===== src/rtl/psfp_pkg.sv =====
package psfp_pkg;

  // Fixed field widths of the serial byte and of the result words.
  localparam int BYTE_W      = 8;
  localparam int WORD_W      = 16;
  localparam int WORD_IDX_W  = 4;

  // Byte that opens every frame.
  localparam logic [BYTE_W-1:0] START_BYTE = 8'h42;

  // Completed frame as handed from the parser to the read-out side.
  typedef struct packed {
    logic bank;
    logic ok;
  } desc_t;

  // Push of a completed frame into the queue.
  typedef struct packed {
    logic  valid;
    desc_t desc;
  } frame_done_t;

  // Read-out side hands a buffer bank back to the parser.
  typedef struct packed {
    logic valid;
    logic bank;
  } release_t;

  // One result word as held in the output buffer.
  typedef struct packed {
    logic [WORD_IDX_W-1:0] word_index;
    logic [WORD_W-1:0]     word_value;
    logic                  checksum_ok;
    logic                  last;
  } out_item_t;

endpackage


===== src/rtl/psfp_ifs.sv =====
// Byte request channel from the serial receiver.
interface psfp_in_if;
  logic                          valid;
  logic                          ready;
  logic [psfp_pkg::BYTE_W-1:0]   rx_byte;

  modport source (output valid, output rx_byte, input ready);
  modport sink   (input valid, input rx_byte, output ready);
endinterface

// Result word request channel.
interface psfp_out_if;
  logic                            valid;
  logic                            ready;
  logic [psfp_pkg::WORD_IDX_W-1:0] word_index;
  logic [psfp_pkg::WORD_W-1:0]     word_value;
  logic                            checksum_ok;
  logic                            last;

  modport source (output valid, output word_index, output word_value,
                  output checksum_ok, output last, input ready);
  modport sink   (input valid, input word_index, input word_value,
                  input checksum_ok, input last, output ready);
endinterface


===== src/rtl/psfp_ram.sv =====
module psfp_ram #(
  parameter int WIDTH = 16,
  parameter int DEPTH = 32
) (
  input  logic                     clk,
  input  logic                     we,
  input  logic [$clog2(DEPTH)-1:0] waddr,
  input  logic [WIDTH-1:0]         wdata,
  input  logic                     re,
  input  logic [$clog2(DEPTH)-1:0] raddr,
  output logic [WIDTH-1:0]         rdata
);

  logic [WIDTH-1:0] mem [DEPTH];

  // One write port and one read port with registered data.
  always_ff @(posedge clk) begin
    if (we) begin
      mem[waddr] <= wdata;
    end
    if (re) begin
      rdata <= mem[raddr];
    end
  end

endmodule


===== src/rtl/psfp_front.sv =====
module psfp_front #(
  parameter int FRAME_BYTES = 32
) (
  input  logic                              clk,
  input  logic                              rst_n,
  input  logic                              in_valid,
  output logic                              in_ready,
  input  logic [psfp_pkg::BYTE_W-1:0]       rx_byte,
  output logic                              ram_we,
  output logic [((FRAME_BYTES-4)/2 > 1 ? $clog2((FRAME_BYTES-4)/2) : 1):0] ram_waddr,
  output logic [psfp_pkg::WORD_W-1:0]       ram_wdata,
  output psfp_pkg::frame_done_t             done,
  input  psfp_pkg::release_t                rel
);

  localparam int DATA_WORDS = (FRAME_BYTES - 4) / 2;
  localparam int IDX_W      = (DATA_WORDS > 1) ? $clog2(DATA_WORDS) : 1;
  localparam int POS_W      = $clog2(FRAME_BYTES);
  localparam logic [POS_W-1:0] LAST_POS = POS_W'(FRAME_BYTES - 1);
  localparam logic [POS_W-1:0] CHK_POS  = POS_W'(FRAME_BYTES - 2);
  localparam logic [POS_W-1:0] WORD_END = POS_W'(2 + 2 * DATA_WORDS);
  localparam logic [POS_W-1:0] FIRST_WD = POS_W'(2);

  logic                          in_frame_r, in_frame_nxt;
  logic [POS_W-1:0]              pos_r, pos_nxt;
  logic [psfp_pkg::WORD_W-1:0]   sum_r, sum_nxt;
  logic [psfp_pkg::BYTE_W-1:0]   hold_r, hold_nxt;
  logic                          bank_r, bank_nxt;
  logic [1:0]                    busy_r, busy_nxt;

  logic                          accept;
  logic [POS_W-1:0]              offset;
  logic                          in_words;
  logic [psfp_pkg::WORD_W-1:0]   check_word;

  // A frame may only proceed while its buffer bank is not still being read out.
  assign in_ready = !in_frame_r || !busy_r[bank_r];
  assign accept   = in_valid && in_ready;

  assign offset     = pos_r - FIRST_WD;
  assign in_words   = (pos_r >= FIRST_WD) && (pos_r < WORD_END);
  assign check_word = {hold_r, rx_byte};

  // Frame parsing: start hunt, running sum, word packing, frame completion and bank release.
  always_comb begin
    in_frame_nxt = in_frame_r;
    pos_nxt      = pos_r;
    sum_nxt      = sum_r;
    hold_nxt     = hold_r;
    bank_nxt     = bank_r;
    busy_nxt     = busy_r;
    ram_we       = 1'b0;
    ram_waddr    = {bank_r, IDX_W'(offset >> 1)};
    ram_wdata    = check_word;
    done         = '0;
    done.desc.bank = bank_r;
    done.desc.ok   = (sum_r == check_word);

    if (rel.valid) begin
      busy_nxt[rel.bank] = 1'b0;
    end

    if (accept) begin
      if (!in_frame_r) begin
        if (rx_byte == psfp_pkg::START_BYTE) begin
          in_frame_nxt = 1'b1;
          pos_nxt      = POS_W'(1);
          sum_nxt      = {8'h00, rx_byte};
        end
      end else begin
        if (pos_r < CHK_POS) begin
          sum_nxt = sum_r + {8'h00, rx_byte};
        end
        if (in_words && !offset[0]) begin
          hold_nxt = rx_byte;
        end
        if (in_words && offset[0]) begin
          ram_we = 1'b1;
        end
        if (pos_r == CHK_POS) begin
          hold_nxt = rx_byte;
        end
        if (pos_r == LAST_POS) begin
          done.valid       = 1'b1;
          busy_nxt[bank_r] = 1'b1;
          bank_nxt         = !bank_r;
          in_frame_nxt     = 1'b0;
          pos_nxt          = '0;
        end else begin
          pos_nxt = pos_r + POS_W'(1);
        end
      end
    end
  end

  always_ff @(posedge clk) begin
    if (!rst_n) begin
      in_frame_r <= 1'b0;
      pos_r      <= '0;
      sum_r      <= '0;
      hold_r     <= '0;
      bank_r     <= 1'b0;
      busy_r     <= '0;
    end else begin
      in_frame_r <= in_frame_nxt;
      pos_r      <= pos_nxt;
      sum_r      <= sum_nxt;
      hold_r     <= hold_nxt;
      bank_r     <= bank_nxt;
      busy_r     <= busy_nxt;
    end
  end

endmodule


===== src/rtl/psfp_queue.sv =====
module psfp_queue (
  input  logic                  clk,
  input  logic                  rst_n,
  input  psfp_pkg::frame_done_t push,
  input  logic                  pop,
  output logic                  head_valid,
  output psfp_pkg::desc_t       head
);

  psfp_pkg::desc_t ent_r [2];
  psfp_pkg::desc_t ent_nxt [2];
  logic [1:0]      cnt_r, cnt_nxt;
  logic [1:0]      cnt_left;

  assign head_valid = (cnt_r != 2'd0);
  assign head       = ent_r[0];

  // Two-entry queue; the head always sits in the first entry.
  always_comb begin
    ent_nxt[0] = ent_r[0];
    ent_nxt[1] = ent_r[1];
    cnt_left   = cnt_r - {1'b0, pop && head_valid};
    if (pop && head_valid) begin
      ent_nxt[0] = ent_r[1];
    end
    cnt_nxt = cnt_left;
    if (push.valid && (cnt_left != 2'd2)) begin
      if (cnt_left == 2'd0) begin
        ent_nxt[0] = push.desc;
      end else begin
        ent_nxt[1] = push.desc;
      end
      cnt_nxt = cnt_left + 2'd1;
    end
  end

  always_ff @(posedge clk) begin
    if (!rst_n) begin
      cnt_r <= '0;
    end else begin
      cnt_r <= cnt_nxt;
    end
    ent_r[0] <= ent_nxt[0];
    ent_r[1] <= ent_nxt[1];
  end

endmodule


===== src/rtl/psfp_back.sv =====
module psfp_back #(
  parameter int FRAME_BYTES = 32
) (
  input  logic                            clk,
  input  logic                            rst_n,
  input  logic                            head_valid,
  input  psfp_pkg::desc_t                 head,
  output logic                            pop,
  output psfp_pkg::release_t              rel,
  output logic                            ram_re,
  output logic [((FRAME_BYTES-4)/2 > 1 ? $clog2((FRAME_BYTES-4)/2) : 1):0] ram_raddr,
  input  logic [psfp_pkg::WORD_W-1:0]     ram_rdata,
  output logic                            out_valid,
  input  logic                            out_ready,
  output psfp_pkg::out_item_t             out_item
);

  localparam int DATA_WORDS = (FRAME_BYTES - 4) / 2;
  localparam int IDX_W      = (DATA_WORDS > 1) ? $clog2(DATA_WORDS) : 1;
  localparam logic [IDX_W-1:0] LAST_IDX = IDX_W'(DATA_WORDS - 1);

  logic [IDX_W-1:0]    idx_r, idx_nxt;
  logic                infl_r;
  logic [IDX_W-1:0]    infl_idx_r;
  logic                infl_ok_r;
  logic                infl_last_r;
  psfp_pkg::out_item_t buf_r [2];
  psfp_pkg::out_item_t buf_nxt [2];
  logic [1:0]          occ_r, occ_nxt, occ_left;

  logic                take;
  logic                last_word;
  logic [IDX_W+3:0]    idx_wide;
  psfp_pkg::out_item_t incoming;

  assign out_valid = (occ_r != 2'd0);
  assign out_item  = buf_r[0];
  assign take      = out_valid && out_ready;

  // Issue a read whenever the output buffer is sure to have room for its data.
  assign ram_re    = head_valid && ((occ_r + {1'b0, infl_r} <= 2'd1) || take);
  assign ram_raddr = {head.bank, idx_r};
  assign last_word = (idx_r == LAST_IDX);
  assign pop       = ram_re && last_word;
  assign rel.valid = pop;
  assign rel.bank  = head.bank;

  always_comb begin
    idx_nxt = idx_r;
    if (ram_re) begin
      idx_nxt = last_word ? '0 : idx_r + IDX_W'(1);
    end
  end

  // Read data returns in the cycle after issue; the index is reduced to four bits.
  assign idx_wide = {4'b0000, infl_idx_r};
  always_comb begin
    incoming.word_index  = idx_wide[3:0];
    incoming.word_value  = ram_rdata;
    incoming.checksum_ok = infl_ok_r;
    incoming.last        = infl_last_r;
  end

  // Two-entry output buffer; the head is always the first entry.
  always_comb begin
    buf_nxt[0] = buf_r[0];
    buf_nxt[1] = buf_r[1];
    occ_left   = occ_r - {1'b0, take};
    if (take) begin
      buf_nxt[0] = buf_r[1];
    end
    occ_nxt = occ_left;
    if (infl_r) begin
      if (occ_left == 2'd0) begin
        buf_nxt[0] = incoming;
      end else begin
        buf_nxt[1] = incoming;
      end
      occ_nxt = occ_left + 2'd1;
    end
  end

  always_ff @(posedge clk) begin
    if (!rst_n) begin
      idx_r  <= '0;
      infl_r <= 1'b0;
      occ_r  <= '0;
    end else begin
      idx_r  <= idx_nxt;
      infl_r <= ram_re;
      occ_r  <= occ_nxt;
    end
    infl_idx_r  <= idx_r;
    infl_ok_r   <= head.ok;
    infl_last_r <= last_word;
    buf_r[0]    <= buf_nxt[0];
    buf_r[1]    <= buf_nxt[1];
  end

endmodule


===== src/rtl/particle_sensor_frame_parser_top.sv =====
// Particle-sensor frame parser. One received byte is taken per clock cycle.
// Bytes are dropped until 0x42 starts a frame of FRAME_BYTES bytes; on the
// last byte of the frame the (FRAME_BYTES-4)/2 data words are sent out, one
// per cycle while the sink is ready, each flagged with whether the 16-bit
// byte sum matched the frame's checksum word, the final one marked last.
// When the read-out side is idle, the first word is offered once the frame
// has passed the queue, the memory read and the output buffer. Words are
// held in a two-bank buffer memory, so a frame can be received while the
// previous one is read out; the input stalls only when a third frame
// reaches its second byte while both banks hold frames still unread.
module particle_sensor_frame_parser_top #(
  parameter int FRAME_BYTES = 32
) (
  input  logic               clk,
  input  logic               rst_n,
  psfp_in_if.sink            in_ch,
  psfp_out_if.source         out_ch
);

  localparam int DATA_WORDS = (FRAME_BYTES - 4) / 2;
  localparam int IDX_W      = (DATA_WORDS > 1) ? $clog2(DATA_WORDS) : 1;
  localparam int ADDR_W     = IDX_W + 1;

  logic                          front_ready;
  logic                          ram_we;
  logic [ADDR_W-1:0]             ram_waddr;
  logic [psfp_pkg::WORD_W-1:0]   ram_wdata;
  logic                          ram_re;
  logic [ADDR_W-1:0]             ram_raddr;
  logic [psfp_pkg::WORD_W-1:0]   ram_rdata;
  psfp_pkg::frame_done_t         done;
  psfp_pkg::release_t            rel;
  logic                          q_pop;
  logic                          q_valid;
  psfp_pkg::desc_t               q_head;
  psfp_pkg::out_item_t           item;

  assign in_ch.ready = front_ready;

  // Byte parser and word writer.
  psfp_front #(.FRAME_BYTES(FRAME_BYTES)) u_front (
    .clk       (clk),
    .rst_n     (rst_n),
    .in_valid  (in_ch.valid),
    .in_ready  (front_ready),
    .rx_byte   (in_ch.rx_byte),
    .ram_we    (ram_we),
    .ram_waddr (ram_waddr),
    .ram_wdata (ram_wdata),
    .done      (done),
    .rel       (rel)
  );

  // Two-bank word buffer.
  psfp_ram #(.WIDTH(psfp_pkg::WORD_W), .DEPTH(2 ** ADDR_W)) u_ram (
    .clk   (clk),
    .we    (ram_we),
    .waddr (ram_waddr),
    .wdata (ram_wdata),
    .re    (ram_re),
    .raddr (ram_raddr),
    .rdata (ram_rdata)
  );

  // Completed frames waiting for read-out.
  psfp_queue u_queue (
    .clk        (clk),
    .rst_n      (rst_n),
    .push       (done),
    .pop        (q_pop),
    .head_valid (q_valid),
    .head       (q_head)
  );

  // Word read-out and output buffer.
  psfp_back #(.FRAME_BYTES(FRAME_BYTES)) u_back (
    .clk        (clk),
    .rst_n      (rst_n),
    .head_valid (q_valid),
    .head       (q_head),
    .pop        (q_pop),
    .rel        (rel),
    .ram_re     (ram_re),
    .ram_raddr  (ram_raddr),
    .ram_rdata  (ram_rdata),
    .out_valid  (out_ch.valid),
    .out_ready  (out_ch.ready),
    .out_item   (item)
  );

  assign out_ch.word_index  = item.word_index;
  assign out_ch.word_value  = item.word_value;
  assign out_ch.checksum_ok = item.checksum_ok;
  assign out_ch.last        = item.last;

endmodule


===== src/flat_wrapper.sv =====
// flat-port wrapper written by rule: the top's interface ports become plain ports
module particle_sensor_frame_parser_top_flat 
#(
  parameter int FRAME_BYTES = 32
)
  (clk, rst_n, in_ch_valid, in_ch_rx_byte, in_ch_ready, out_ch_valid, out_ch_word_index, out_ch_word_value, out_ch_checksum_ok, out_ch_last, out_ch_ready);
  psfp_in_if in_ch_i ();
  psfp_out_if out_ch_i ();
  input  logic clk;
  input  logic rst_n;
  input wire logic [$bits(in_ch_i.valid)-1:0] in_ch_valid;
  input wire logic [$bits(in_ch_i.rx_byte)-1:0] in_ch_rx_byte;
  output wire logic [$bits(in_ch_i.ready)-1:0] in_ch_ready;
  output wire logic [$bits(out_ch_i.valid)-1:0] out_ch_valid;
  output wire logic [$bits(out_ch_i.word_index)-1:0] out_ch_word_index;
  output wire logic [$bits(out_ch_i.word_value)-1:0] out_ch_word_value;
  output wire logic [$bits(out_ch_i.checksum_ok)-1:0] out_ch_checksum_ok;
  output wire logic [$bits(out_ch_i.last)-1:0] out_ch_last;
  input wire logic [$bits(out_ch_i.ready)-1:0] out_ch_ready;
  assign in_ch_i.valid = in_ch_valid;
  assign in_ch_i.rx_byte = in_ch_rx_byte;
  assign in_ch_ready = in_ch_i.ready;
  assign out_ch_valid = out_ch_i.valid;
  assign out_ch_word_index = out_ch_i.word_index;
  assign out_ch_word_value = out_ch_i.word_value;
  assign out_ch_checksum_ok = out_ch_i.checksum_ok;
  assign out_ch_last = out_ch_i.last;
  assign out_ch_i.ready = out_ch_ready;
  particle_sensor_frame_parser_top #(.FRAME_BYTES(FRAME_BYTES)) u_core (.clk(clk), .rst_n(rst_n), .in_ch(in_ch_i), .out_ch(out_ch_i));
endmodule

===== config.mk =====
export PLATFORM = sky130hd
export DESIGN_NAME = particle_sensor_frame_parser_top_flat
export DESIGN_NICKNAME = d
export VERILOG_FILES = /design/src/rtl/psfp_pkg.sv /design/src/rtl/psfp_ifs.sv /design/src/rtl/psfp_ram.sv /design/src/rtl/psfp_front.sv /design/src/rtl/psfp_queue.sv /design/src/rtl/psfp_back.sv /design/src/rtl/particle_sensor_frame_parser_top.sv /design/src/flat_wrapper.sv
export SDC_FILE = /design/constraint.sdc
export NUM_CORES = 1
export LEC_CHECK = 0
export BUFFER_PORTS_ARGS = -buffer_cell sky130_fd_sc_hd__clkbuf_2
export CAP_MARGIN = 20
export CORE_MARGIN = 2
export CORE_UTILIZATION = 30
export DETAILED_ROUTE_END_ITERATION = 16
export HOLD_SLACK_MARGIN = 0.02
export PLACE_DENSITY = 0.44
export SYNTH_ARGS = -nofsm -noshare
export SYNTH_HDL_FRONTEND = slang
export SYNTH_SLANG_ARGS = --single-unit

===== constraint.sdc =====
create_clock -name clk -period 9.64 [get_ports clk]
set_input_delay 0.482 -clock clk [delete_from_list [all_inputs] [get_ports clk]]
set_output_delay 0.482 -clock clk [all_outputs]
set_load 0.1 [all_outputs]

# == Word level (Yosys, flattened, before mapping) ==
# Memory sizes are Yosys's and may differ from the RTL's. A register that Yosys moved wholly into a read port is not among the register bits.
# Index checks and enable logic that the tools add are counted.
# classes
add_sub_neg,9
reduce_logical,27
bitwise_logic,3
n_lt_le_gt_ge,7
eq_ne,7
n_mux,40
# op_table
cell,n
two-way mux 22 bit,3
two-way mux 16 bit,3
two-way mux 44 bit,1
two-way mux 2 bit,9
adder 16 x 8 -> 16 bit,1
== test 16 bit,1
two-way mux 8 bit,2
two-way mux 1 bit,15
two-way mux 5 bit,3
logical AND 1 bit,11
== test 5 bit (second input constant),2
AND reduction 3 bit,3
== test 8 x 7 -> 1 bit (second input constant),1
two-way mux 4 bit,2
nonzero test 2 bit,4
adder 5 x 1 -> 5 bit (second input constant),1
>= comparator 5 x 2 -> 1 bit (second input constant),1
< comparator 5 bit (second input constant),1
subtractor 5 x 2 -> 5 bit (second input constant),1
adder 2 x 1 -> 2 bit (second input constant),2
adder 4 x 1 -> 4 bit (second input constant),1
== test 4 bit (second input constant),1
logical NOT 1 bit,4
logical NOT 2 bit,2
other kinds (13),18
# totals
regBits,48
ramBits,560
output_inout_bits,24
memories,3
# mem_list
name,depth,width,rd,rd_clocked_by_memory_dff,wr,line,source
u_core.u_ram.mem,32,16,1,1,1,psfp_ram.sv:14,logic [WIDTH-1:0] mem [DEPTH];
u_core.u_back.buf_r,2,22,2,0,2,psfp_back.sv:27,psfp_pkg::out_item_t buf_r [2];
u_core.u_queue.ent_r,2,2,2,0,2,psfp_queue.sv:10,psfp_pkg::desc_t ent_r [2];

# == Depth between registers and ports, before layout ==
# Gate-level depths: netlist of the first run.
# An unclocked memory read counts as a cell.
# logic_depth
depth_word,12
ltp_mapped,12
ltp_nobuf,9

# == Hierarchy ==
# A second synthesis of the first run with hierarchy kept.
# unflattened
hier_cells,1620
area_unflattened_um2,25420.6
# modules_own_cells
module,cells_per_inst,area_per_inst_um2,n_inst
psfp_ram,1143,20696.1,1
psfp_back,193,2265.9,1
psfp_front,257,2148.3,1
psfp_queue,27,310.3,1

# == Worst setup path before layout of the first run ==
# OpenSTA, ideal clock, no wires.
# synth_path
path_type,register to register
from,register u_core.u_back.occ_r[0] (netlist name)
to,"memory u_core.u_back.buf_r[0][22] in the netlist's numbering, enable pin"
path_buffers,1
path_stages_with_launch,9
required_time_ns,9.237
synth_period_minus_slack_ns,3.595
slack_ns,6.045
arrival_ns,3.191
cell_sequence,dfxtp_1 > or2_2 > nand2_1 > buf_1 > inv_1 > ha_1 > xnor2_1 > ha_1 > nor2b_1
# synth_rtl
item,line
to (decl),psfp_back.sv:27

==> metrics.log, run 1 <==
[metrics] Gate power share: 8.8%
[metrics] hold buffer count at cts: 0
[metrics] DRT Pass-1 Iters: 5
[metrics] area delta synth->final: 16.4%
[metrics] total vias in the final route: 12.5k
[metrics] hold violation count in the final report: 0
[metrics] power density over cell area: 214 mW/mm^2
[metrics] minimum period implied by the final worst setup slack: 3.52 ns
[metrics] post-synthesis area per instance: 18.7 um^2
[metrics] Remaining DRCs: 0
[metrics] HPWL after detailed placement: 36.9 mm
[metrics] Setup TNS Final: 0 ns
[metrics] proportion of synthesized flip-flops having asynchronous set or reset: 0%
[metrics] share of layout cells above drive strength 1: 24.4%
[metrics] pin count of the biggest net entering global routing: 53
[metrics] most numerous cell types in the synthesized netlist: edfxtp_1 (552), mux4_2 (135), dfxtp_1 (72), mux2i_1 (72), nor2_1 (65)
[metrics] aggregate global-route resource usage: 14.8%
[metrics] Sw Ratio: 25.5%
[metrics] clock share of power: 41.9%
[metrics] count of cell types in the netlist: 67
[metrics] clock skew: 0.0251 ns
[metrics] achievable frequency: 0.284 GHz
[metrics] Max-Cap Viols: 0
[metrics] final number of max-transition violations: 0
[metrics] cell count after synthesis: 1315
[metrics] horizontal die dimension: 290 um
[metrics] internal power: 4560 uW
[metrics] initial antenna violation count: 1
[metrics] die height: 290 um
[metrics] maximum buffer depth of the clock tree: 3
[metrics] count of final setup violators: 0
[metrics] Worst setup SP type: register
[metrics] number of core rows: 104
[metrics] dominant synthesized flop cell: edfxtp_1
[metrics] sequential share of the synthesized area: 73.3%
[metrics] final wirelength: 62.2 mm
[metrics] buffers inserted by post-CTS timing repair: 0
[metrics] number of clock sinks seen by CTS: 624
[metrics] FF+latch count, synth: 624
[metrics] status: finished clean
[metrics] number of enable flip-flop cells after synthesis: 552
[metrics] overflow left after global routing: 0
[metrics] ratio of final minimum period to clock period: 36.5%
[metrics] data arrival at the endpoint of the critical path: 3.88 ns
[metrics] total number of yosys warnings: 0
[metrics] Crit Path Class: reg2reg
[metrics] Worst Hold Slack: 0.275 ns
[metrics] critical path data required time: 10.00 ns
[metrics] net switching power of the design: 1560 uW
[metrics] Lkg Pwr: 0.00986 uW
[metrics] post-placement setup slack: 6.00 ns
[metrics] RSZ-0062 raised after global routing: no
[metrics] max_slew headroom: 30.4%
[metrics] number of H-tree levels: 3
[metrics] number of top-level pins: 36
[metrics] total core area: 0.0808 mm^2
[metrics] total routed wire length on the met1 layer: 29.1 mm
[metrics] slew at the pin with the worst max-slew slack: 1.04 ns
[metrics] total length of routed met2 wires: 29.3 mm
[metrics] top post-synthesis cells by area: edfxtp_1 (67%), mux4_2 (12%), dfxtp_1 (5.9%)
[metrics] total length of routed met3 wires: 2.53 mm
[metrics] via count normalized by instance count: 4.88
[metrics] CTS tree: done
[metrics] Post-layout nets: 1477
[metrics] Max IR drop VDD: 143 uV
[metrics] vias in the first global route: 12.8k
[metrics] share of Yosys cell area claimed by the top area cell type: 67.5%
[metrics] count leader, synth: edfxtp_1
[metrics] Num CTS Buffers: 68
[metrics] post-synth top area cell: edfxtp_1
[metrics] detailed-route wire length per cell: 24.2 um
[metrics] min-delay worst type: in2reg
[metrics] count of antenna-violating nets left after detailed routing: 0
[metrics] total standard cell area after synthesis: 0.0246 mm^2
[metrics] 1st-iter DRT viols: 999
[metrics] overall die area: 0.0842 mm^2
[metrics] wire length of the first global-routing pass: 90.3 mm
[metrics] count of cells resized by post-cts repair: 0
[metrics] initial standard-cell utilization of the core: 30.4%
[metrics] CTS Root Cell: clkbuf_16
[metrics] kind of end point of the critical path: register
[metrics] sequential group share of total power: 49.4%
[metrics] Top Layer Used: met4
[metrics] Final Wtd Congestion: 0.767
[metrics] insertion delay to the later sink of the worst-skew pair: 0.61 ns
[metrics] Worst Setup Slack, final: 6.12 ns
[metrics] largest driver fanout on the critical path: 42
[metrics] input/output buffers: 35
[metrics] clock transition at the register clock pins on the worst setup and hold paths after CTS: 0.06 ns
==> final cells by class <==
type / count / area, um^2
Timing Repair Buffer: 85 / 606
Fill cell: 7595 / 52200
Sequential cell: 624 / 18000
Multi-Input combinational cell: 653 / 6400
Clock buffer: 87 / 1790
Tap cell: 1060 / 1330
Inverter: 19 / 71.3
Antenna cell: 1 / 2.50
Clock inverter: 39 / 372
==> power by group through the flow <==
stage / logic [uW] / clock network [uW] / registers (uW)
5_1_grt: 560 / 2730 / 3030
4_1_cts: 539 / 2640 / 3020
3_5_place_dp: 539 / 0 / 3080
6_report: 536 / 2560 / 3020
3_3_place_gp: 534 / 0 / 3080
2_1_floorplan: 476 / 0 / 3100
==> state kept, by name, summed over array words and instances (netlist names), 2 cells and up <==
| name | count |
|---|---|
| u_core.u_ram.mem | 512 |
| u_core.u_back.buf_r | 44 |
| u_core.u_front.sum_r | 16 |
| u_core.u_ram.rdata | 16 |
| u_core.u_front.hold_r | 8 |
| u_core.u_front.pos_r | 5 |
| u_core.u_back.idx_r | 4 |
| u_core.u_back.infl_idx_r | 4 |
| u_core.u_queue.ent_r | 4 |
| u_core.u_back.occ_r | 2 |
| u_core.u_front.busy_r | 2 |
| u_core.u_queue.cnt_r | 2 |
==> stage by stage <==
stage / instances / instance area, um^2 / power [uW] / util (%)
2_1_floorplan: 1378 / 24800 / 3570 / -
5_1_grt: 2567 / 28600 / 6320 / 35.4
6_report: 2568 / 28600 / 6110 / 35.4
4_1_cts: 2562 / 28500 / 6200 / 35.3
3_5_place_dp: 2436 / 26300 / 3620 / 32.6
3_3_place_gp: 2435 / 26300 / 3610 / 32.6
==> path summary, 6_finish.rpt <==
check	startpoint	endpoint	slack, ns	depth (start not counted)
worst max-delay path	u_core.u_back.idx_r[0]	u_core.u_ram.rdata[3]	6.12	5
worst min-delay path	rst_n	u_core.u_front.in_frame_r	0.27	2
worst max register to register	u_core.u_back.idx_r[0]	u_core.u_ram.rdata[3]	6.12	5
worst min register to register	u_core.u_queue.ent_r[0][0]	u_core.u_back.infl_ok_r	0.36	0
==> placed cells by master, fill, tap and decap left out, types with 6 or more instances in the layout <==
cell type	n
nor2_2	23
dfxtp_1	66
o22ai_1	6
nor3_1	6
o21a_1	8
edfxtp_1	552
ha_1	13
buf_4	44
bufinv_16	6
or3_1	6
o21ai_0	38
conb_1	64
clkbuf_16	69
nand3_1	17
clkinv_2	10
mux4_2	135
o31ai_1	6
inv_1	17
inv_6	6
a32oi_1	6
nor2_1	39
xnor2_1	12
a21oi_1	31
mux2i_1	72
clkinv_1	12
clkbuf_2	35
clkbuf_1	18
nand2_1	62
==> layer usage <==
| layer | vias to the layer above | GRT usage (%) |
|---|---|---|
| li1 | 5523 | - |
| met4 | 0 | 3.73 |
| met1 | 6640 | 20.8 |
| met2 | 278 | 23.6 |
| met5 | - | 0 |
| met3 | 92 | 2.83 |
==> worst max-delay path: stages, from the launching register on <==
cell and delay, ns:
dfxtp_4 0.49, buf_4 0.69, buf_4 0.74, mux4_2 0.60, mux4_2 0.47, o21a_1 0.18
==> kinds of logic (layout without fill, tap and decap cells) <==
group	count (synthesis)	count (layout)	share of synthesized area, %
other cells	1	65	0.0153
fa+ha+maj	14	14	0.744
buf+inv	101	230	1.96
mux	211	211	15.5
xor+xnor	16	16	0.570
flops	624	624	73.3
simple gates	208	208	4.13
compound gates	140	140	3.75
(Power assumes the default switching activity.)
==> inputs of run 2 (changes only) <==
Settings changed: PLACE_DENSITY 0.44 to 0.45.
Clock period 9.64 ns to 2.9 ns, I/O delays scaled along.
==> metrics.log, run 2 (synthesis results as in run 1) <==
[metrics] status: finished clean
[metrics] Lkg Pwr: 0.0102 uW (+3.9%)
[metrics] number of top-level pins: 36 (unchanged)
[metrics] number of H-tree levels: 3 (unchanged)
[metrics] total length of routed met2 wires: 30.9 mm (+5.3%)
[metrics] wire length of the first global-routing pass: 94.1 mm (+4.2%)
[metrics] Max-Cap Viols: 0 (unchanged)
[metrics] largest driver fanout on the critical path: 9 (-79%)
[metrics] leading registers by flop count: u_core.u_ram.mem (512), u_core.u_back.buf_r (44)
[metrics] horizontal die dimension: 290 um (unchanged)
[metrics] 1st-iter DRT viols: 1016 (+1.7%)
[metrics] clock skew: 0.0169 ns (-0.00819 ns)
[metrics] number of clock sinks seen by CTS: 624 (unchanged)
[metrics] input/output buffers: 35 (unchanged)
[metrics] hold violation count in the final report: 0 (unchanged)
[metrics] total length of routed met3 wires: 2.39 mm (-5.5%)
[metrics] count of cells resized by post-cts repair: 0 (unchanged)
[metrics] Max IR drop VDD: 375 uV (+160%)
[metrics] antenna diode count: 0 (-1)
[metrics] CTS Root Cell: clkbuf_16
[metrics] max_slew headroom: 54.9% (+25 points)
[metrics] Final Wtd Congestion: 0.776 (+1.2%)
[metrics] Worst R2R Start: u_core.u_front.bank_r
[metrics] count of antenna-violating nets left after detailed routing: 0 (unchanged)
[metrics] Top Layer Used: met4
[metrics] Setup TNS Final: 0 ns (unchanged)
[metrics] most common cell after layout, fill and taps aside: edfxtp_1
[metrics] final wirelength: 64.4 mm (+3.5%)
[metrics] power density over cell area: 700 mW/mm^2 (+230%)
[metrics] overall die area: 0.0842 mm^2 (unchanged)
[metrics] initial standard-cell utilization of the core: 30.4% (unchanged)
[metrics] number of core rows: 104 (unchanged)
[metrics] final instance area: 0.0292 mm^2 (+2.1%)
[metrics] Worst setup SP type: register
[metrics] Crit Path Class: reg2reg
[metrics] count of final setup violators: 0 (unchanged)
[metrics] clock transition at the register clock pins on the worst setup and hold paths after CTS: 0.06 ns (about the same)
[metrics] register ranked first by flip-flop count: u_core.u_ram.mem
[metrics] kind of end point of the critical path: register
[metrics] RSZ-0062 raised after global routing: no
[metrics] HPWL after detailed placement: 40.6 mm (+9.8%)
[metrics] total vias in the final route: 12.8k (+2.5%)
[metrics] Remaining DRCs: 0 (unchanged)
[metrics] detailed-route wire length per cell: 24.4 um (+0.57%)
[metrics] Num CTS Buffers: 72 (+5.9%)
[metrics] DRT Pass-1 Iters: 5 (unchanged)
[metrics] via count normalized by instance count: 4.86 (-0.36%)
[metrics] start point of the worst hold path: in_ch_rx_byte[0]
[metrics] post-layout utilization of the core: 36.2% (+0.76 points)
[metrics] vias in the first global route: 13.3k (+4.0%)
[metrics] data arrival at the endpoint of the critical path: 2.84 ns (-1.04 ns)
[metrics] ratio of final minimum period to clock period: 87.9% (+51 points)
[metrics] commonest cells after routing, fill and taps aside: edfxtp_1 (552), mux4_2 (135), buf_4 (108)
[metrics] die height: 290 um (unchanged)
[metrics] worst setup path startpoint: u_core.u_front.bank_r
[metrics] total core area: 0.0808 mm^2 (unchanged)
[metrics] total routed wire length on the met1 layer: 30.1 mm (+3.2%)
[metrics] buffers inserted by post-CTS timing repair: 0 (unchanged)
[metrics] critical path data required time: 3.19 ns (-6.81 ns)
[metrics] initial antenna violation count: 4 (+3)
[metrics] share of layout cells above drive strength 1: 27.2% (+2.8 points)
[metrics] count of fill cells added during filler insertion: 7591 (-0.053%)
[metrics] final number of max-transition violations: 0 (unchanged)
[metrics] minimum period implied by the final worst setup slack: 2.55 ns (-0.969 ns)
[metrics] Non-Filler Instances: 2642 (+2.9%)
[metrics] max reg flops: 512 (unchanged)
[metrics] Post-layout nets: 1549 (+4.9%)
[metrics] area delta synth->final: 18.9%
[metrics] CTS tree: done
[metrics] maximum buffer depth of the clock tree: 3 (unchanged)
[metrics] hold buffer count at cts: 3 (+3)
[metrics] min-delay worst type: in2reg
[metrics] insertion delay to the later sink of the worst-skew pair: 0.61 ns (about the same)
[metrics] post-placement cell area: 0.0269 mm^2 (+2.2%)
[metrics] pin count of the biggest net entering global routing: 45 (-15%)
[metrics] slew at the pin with the worst max-slew slack: 0.677 ns (-0.363 ns)
[metrics] Worst Hold Slack: 0.0671 ns (-0.208 ns)
[metrics] overflow left after global routing: 0 (unchanged)
[metrics] aggregate global-route resource usage: 15.4% (+0.59 points)
[metrics] Placed Instances: 2505 (+2.8%)
[metrics] achievable frequency: 0.392 GHz (+38%)
[run 2: cell types whose count changed in the layout (fill, tap and decap cells not counted), sizes merged]
cell         change
buf             +64
diode            -1
clkbuf           +8
inv              -2
clkinv           +4
bufinv           -2
clkinvlp         -1
dlygate4sd3      +4
[run 2: per-layer routing]
layer  GRT usage, %  vias to the layer above
met5              0                        -
met4           3.80                        0
met3           2.43                       72
met2           25.0                      255
met1           21.7                     6854
li1               -                     5667
[run 2: final cells by class]
cell class | count | area, um^2 | share of cell area (%)
Inverter | 19 | 71.3 | 0.244
Multi-Input combinational cell | 653 | 6400 | 21.9
Clock buffer | 95 | 1910 | 6.54
Clock inverter | 38 | 333 | 1.14
Sequential cell | 624 | 18000 | 61.7
Tap cell | 1060 | 1330 | 4.54
Timing Repair Buffer | 153 | 1150 | 3.92
[run 2: final timing paths]
check                                  to  slack [ns]  cells after the start
setup / recovery  u_core.u_ram.mem[19][0]        0.35                      5
hold / removal    u_core.u_front.sum_r[0]        0.07                      3
setup reg to reg  u_core.u_ram.mem[19][0]        0.35                      5
hold reg to reg   u_core.u_back.infl_ok_r        0.38                      0
[run 2: report_power, final]
part | internal [uW] | switching [uW]
clock | 5030 | 3600
sequential | 9930 | 99.5
combinational | 286 | 1520
[run 2: metrics by stage]
step | total power [uW] | setup slack [ns]
3_5_place_dp | 12000 | 0.338
3_3_place_gp | 12000 | 0.365
5_1_grt | 21100 | 0.181
4_1_cts | 20700 | 0.312
6_report | 20500 | 0.352
2_1_floorplan | 11900 | 0.0720
[run 2: critical path: stages (launching register included)]
cell	delay (ns)
dfxtp_1	0.34
mux2_2	0.39
nor2_1	0.40
nand4b_1	0.47
nor2_2	0.35
buf_4	0.28
==> inputs of run 3 (changes only) <==
Settings changed: CORE_UTILIZATION 30 to 50, PLACE_DENSITY 0.45 to 0.66.
Clock period 2.9 ns to 2.73 ns, I/O delays scaled along.
==> metrics.log, run 3 (synthesis results as in run 1) <==
[metrics] count of antenna-violating nets left after detailed routing: 0 (unchanged)
[metrics] status: finished clean
[metrics] initial standard-cell utilization of the core: 50.4% (+20 points)
[metrics] number of clock sinks seen by CTS: 624 (unchanged)
[metrics] area delta synth->final: 16.3%
[metrics] overflow left after global routing: 0 (unchanged)
[metrics] minimum period implied by the final worst setup slack: 2.49 ns (-0.0583 ns)
[metrics] wire length of the first global-routing pass: 81.7 mm (-13%)
[metrics] DRT Pass-1 Iters: 8 (+3)
[metrics] count of final setup violators: 0 (unchanged)
[metrics] critical path data required time: 3.04 ns (-0.15 ns)
[metrics] 1st-iter DRT viols: 1310 (+29%)
[metrics] max reg flops: 512 (unchanged)
[metrics] number of core rows: 81 (-22%)
[metrics] clock transition at the register clock pins on the worst setup and hold paths after CTS: 0.06 ns (about the same)
[metrics] die height: 226 um (-22%)
[metrics] kind of end point of the critical path: register
[metrics] total vias in the final route: 12.8k (-0.25%)
[metrics] hold violation count in the final report: 0 (unchanged)
[metrics] RSZ-0062 raised after global routing: no
[metrics] Post-layout nets: 1527 (-1.4%)
[metrics] HPWL after detailed placement: 34.6 mm (-15%)
[metrics] CTS Root Cell: clkbuf_16
[metrics] commonest cells after routing, fill and taps aside: edfxtp_1 (552), mux4_2 (135), buf_4 (88)
[metrics] Non-Filler Instances: 2211 (-16%)
[metrics] delay of the slowest cell on the worst path: 0.49 ns (+0.02 ns)
[metrics] Worst R2R Start: u_core.u_front.bank_r
[metrics] insertion delay to the later sink of the worst-skew pair: 0.62 ns (about the same)
[metrics] buffers plus inverters on the worst setup path: 1 (unchanged)
[metrics] clock skew: 0.0175 ns (+0.000604 ns)
[metrics] Max-Cap Viols: 0 (unchanged)
[metrics] total core area: 0.0487 mm^2 (-40%)
[metrics] final wirelength: 55.5 mm (-14%)
[metrics] number of H-tree levels: 2 (-1)
[metrics] leading registers by flop count: u_core.u_ram.mem (512), u_core.u_back.buf_r (44)
[metrics] Remaining DRCs: 0 (unchanged)
[metrics] worst setup path startpoint: u_core.u_front.bank_r
[metrics] final number of max-transition violations: 0 (unchanged)
[metrics] aggregate global-route resource usage: 22.3% (+6.9 points)
[metrics] ratio of final minimum period to clock period: 91.2% (+3.3 points)
[metrics] horizontal die dimension: 226 um (-22%)
[metrics] achievable frequency: 0.402 GHz (+2.3%)
[metrics] antenna diode count: 0 (unchanged)
[metrics] Crit Path Class: reg2reg
[metrics] Setup TNS Final: 0 ns (unchanged)
[metrics] slew at the pin with the worst max-slew slack: 0.664 ns (-0.0121 ns)
[metrics] input/output buffers: 35 (unchanged)
[metrics] largest driver fanout on the critical path: 14 (+5)
[metrics] Placed Instances: 2100 (-16%)
[metrics] register ranked first by flip-flop count: u_core.u_ram.mem
[metrics] Worst Hold Slack: 0.0405 ns (-0.0265 ns)
[metrics] Max IR drop VDD: 510 uV (+36%)
[metrics] Num CTS Buffers: 59 (-18%)
[metrics] data arrival at the endpoint of the critical path: 2.80 ns (-0.04 ns)
[metrics] Lkg Pwr: 0.0101 uW (-1.2%)
[metrics] vias in the first global route: 12.5k (-5.8%)
[metrics] Worst setup SP type: register
[metrics] maximum buffer depth of the clock tree: 3 (unchanged)
[metrics] most common cell after layout, fill and taps aside: edfxtp_1
[metrics] CTS tree: done
[metrics] share of layout cells above drive strength 1: 26.6% (-0.55 points)
[metrics] number of top-level pins: 36 (unchanged)
[metrics] overall die area: 0.0509 mm^2 (-40%)
[metrics] min-delay worst type: in2reg
[metrics] initial antenna violation count: 1 (-3)
[metrics] Worst path slowest cell: nand4b_1
[metrics] buffers inserted by post-CTS timing repair: 0 (unchanged)
[metrics] power density over cell area: 735 mW/mm^2 (+4.9%)
[metrics] start point of the worst hold path: in_ch_rx_byte[4]
[metrics] chain of cells forming the critical path: mux2_2 > nor2_1 > nand4b_1 > nor2_2 > buf_12
[metrics] kind of cell with the highest combined delay on the critical path: simple AND/OR/NAND/NOR gates
[metrics] via count normalized by instance count: 5.80 (+19%)
[metrics] detailed-route wire length per cell: 25.1 um (+2.9%)
[metrics] max_slew headroom: 55.5% (+0.57 points)
[metrics] pin count of the biggest net entering global routing: 45 (unchanged)
[metrics] Final Wtd Congestion: 0.819 (+5.5%)
-- run 3: cell count changes in the layout (fill, tap and decap cells not counted), sizes merged --
| cell | previous run | this run |
|---|---|---|
| buf | 114 | 105 |
| inv | 22 | 19 |
| clkinvlp | 3 | 2 |
| clkbuf | 130 | 108 |
| bufinv | 4 | 9 |
| clkinv | 28 | 23 |
-- run 3: routing by layer --
layer	GRT usage (%)	vias to the layer above	part of all wire (%)	routed length (um)
li1	-	5612	-	-
met1	31.1	6645	42	23300
met2	37.1	472	49	27400
met3	3.21	87	6.1	3400
met4	6.20	0	2.4	1350
met5	0	-	0	0
-- run 3: repair_timing --
item	4_1_cts	5_1_grt
endpoints found under the hold margin	13	0
hold buffers	4	0
resized for setup	0	0
-- run 3: area by class of cell --
| class | count | area [um^2] |
|---|---|---|
| Fill cell | 3630 | 20200 |
| Multi-Input combinational cell | 653 | 6400 |
| Clock buffer | 73 | 1580 |
| Timing Repair Buffer | 144 | 1220 |
| Sequential cell | 624 | 18000 |
| Inverter | 19 | 71.3 |
| Tap cell | 664 | 831 |
| Clock inverter | 34 | 434 |
-- run 3: report_power, final --
group / switching, uW / leakage (uW) / internal [uW]
Clock: 3470 / 0.000985 / 4960
Sequential: 106 / 0.00623 / 10500
Combinational: 1600 / 0.00291 / 306
Total: 5170 / 0.0101 / 15800
-- run 3: final timing paths --
check / to / cells past startpoint / slack [ns]
min reg2reg: u_core.u_back.infl_ok_r / 0 / 0.37
max reg2reg: u_core.u_ram.mem[19][10] / 5 / 0.24
max: u_core.u_ram.mem[19][10] / 5 / 0.24
min: u_core.u_ram.mem[24][4] / 2 / 0.04
-- run 3: through the flow --
step / worst slack [ns] / util [%] / cell area, um^2 / power [uW]
2_1_floorplan: 0.100 / - / 24800 / 12600
3_3_place_gp: 0.312 / 54.4 / 26500 / 12700
3_5_place_dp: 0.288 / 54.4 / 26500 / 12800
4_1_cts: 0.238 / 58.6 / 28600 / 21200
5_1_grt: 0.148 / 58.6 / 28600 / 21600
6_report: 0.240 / 58.6 / 28600 / 21000
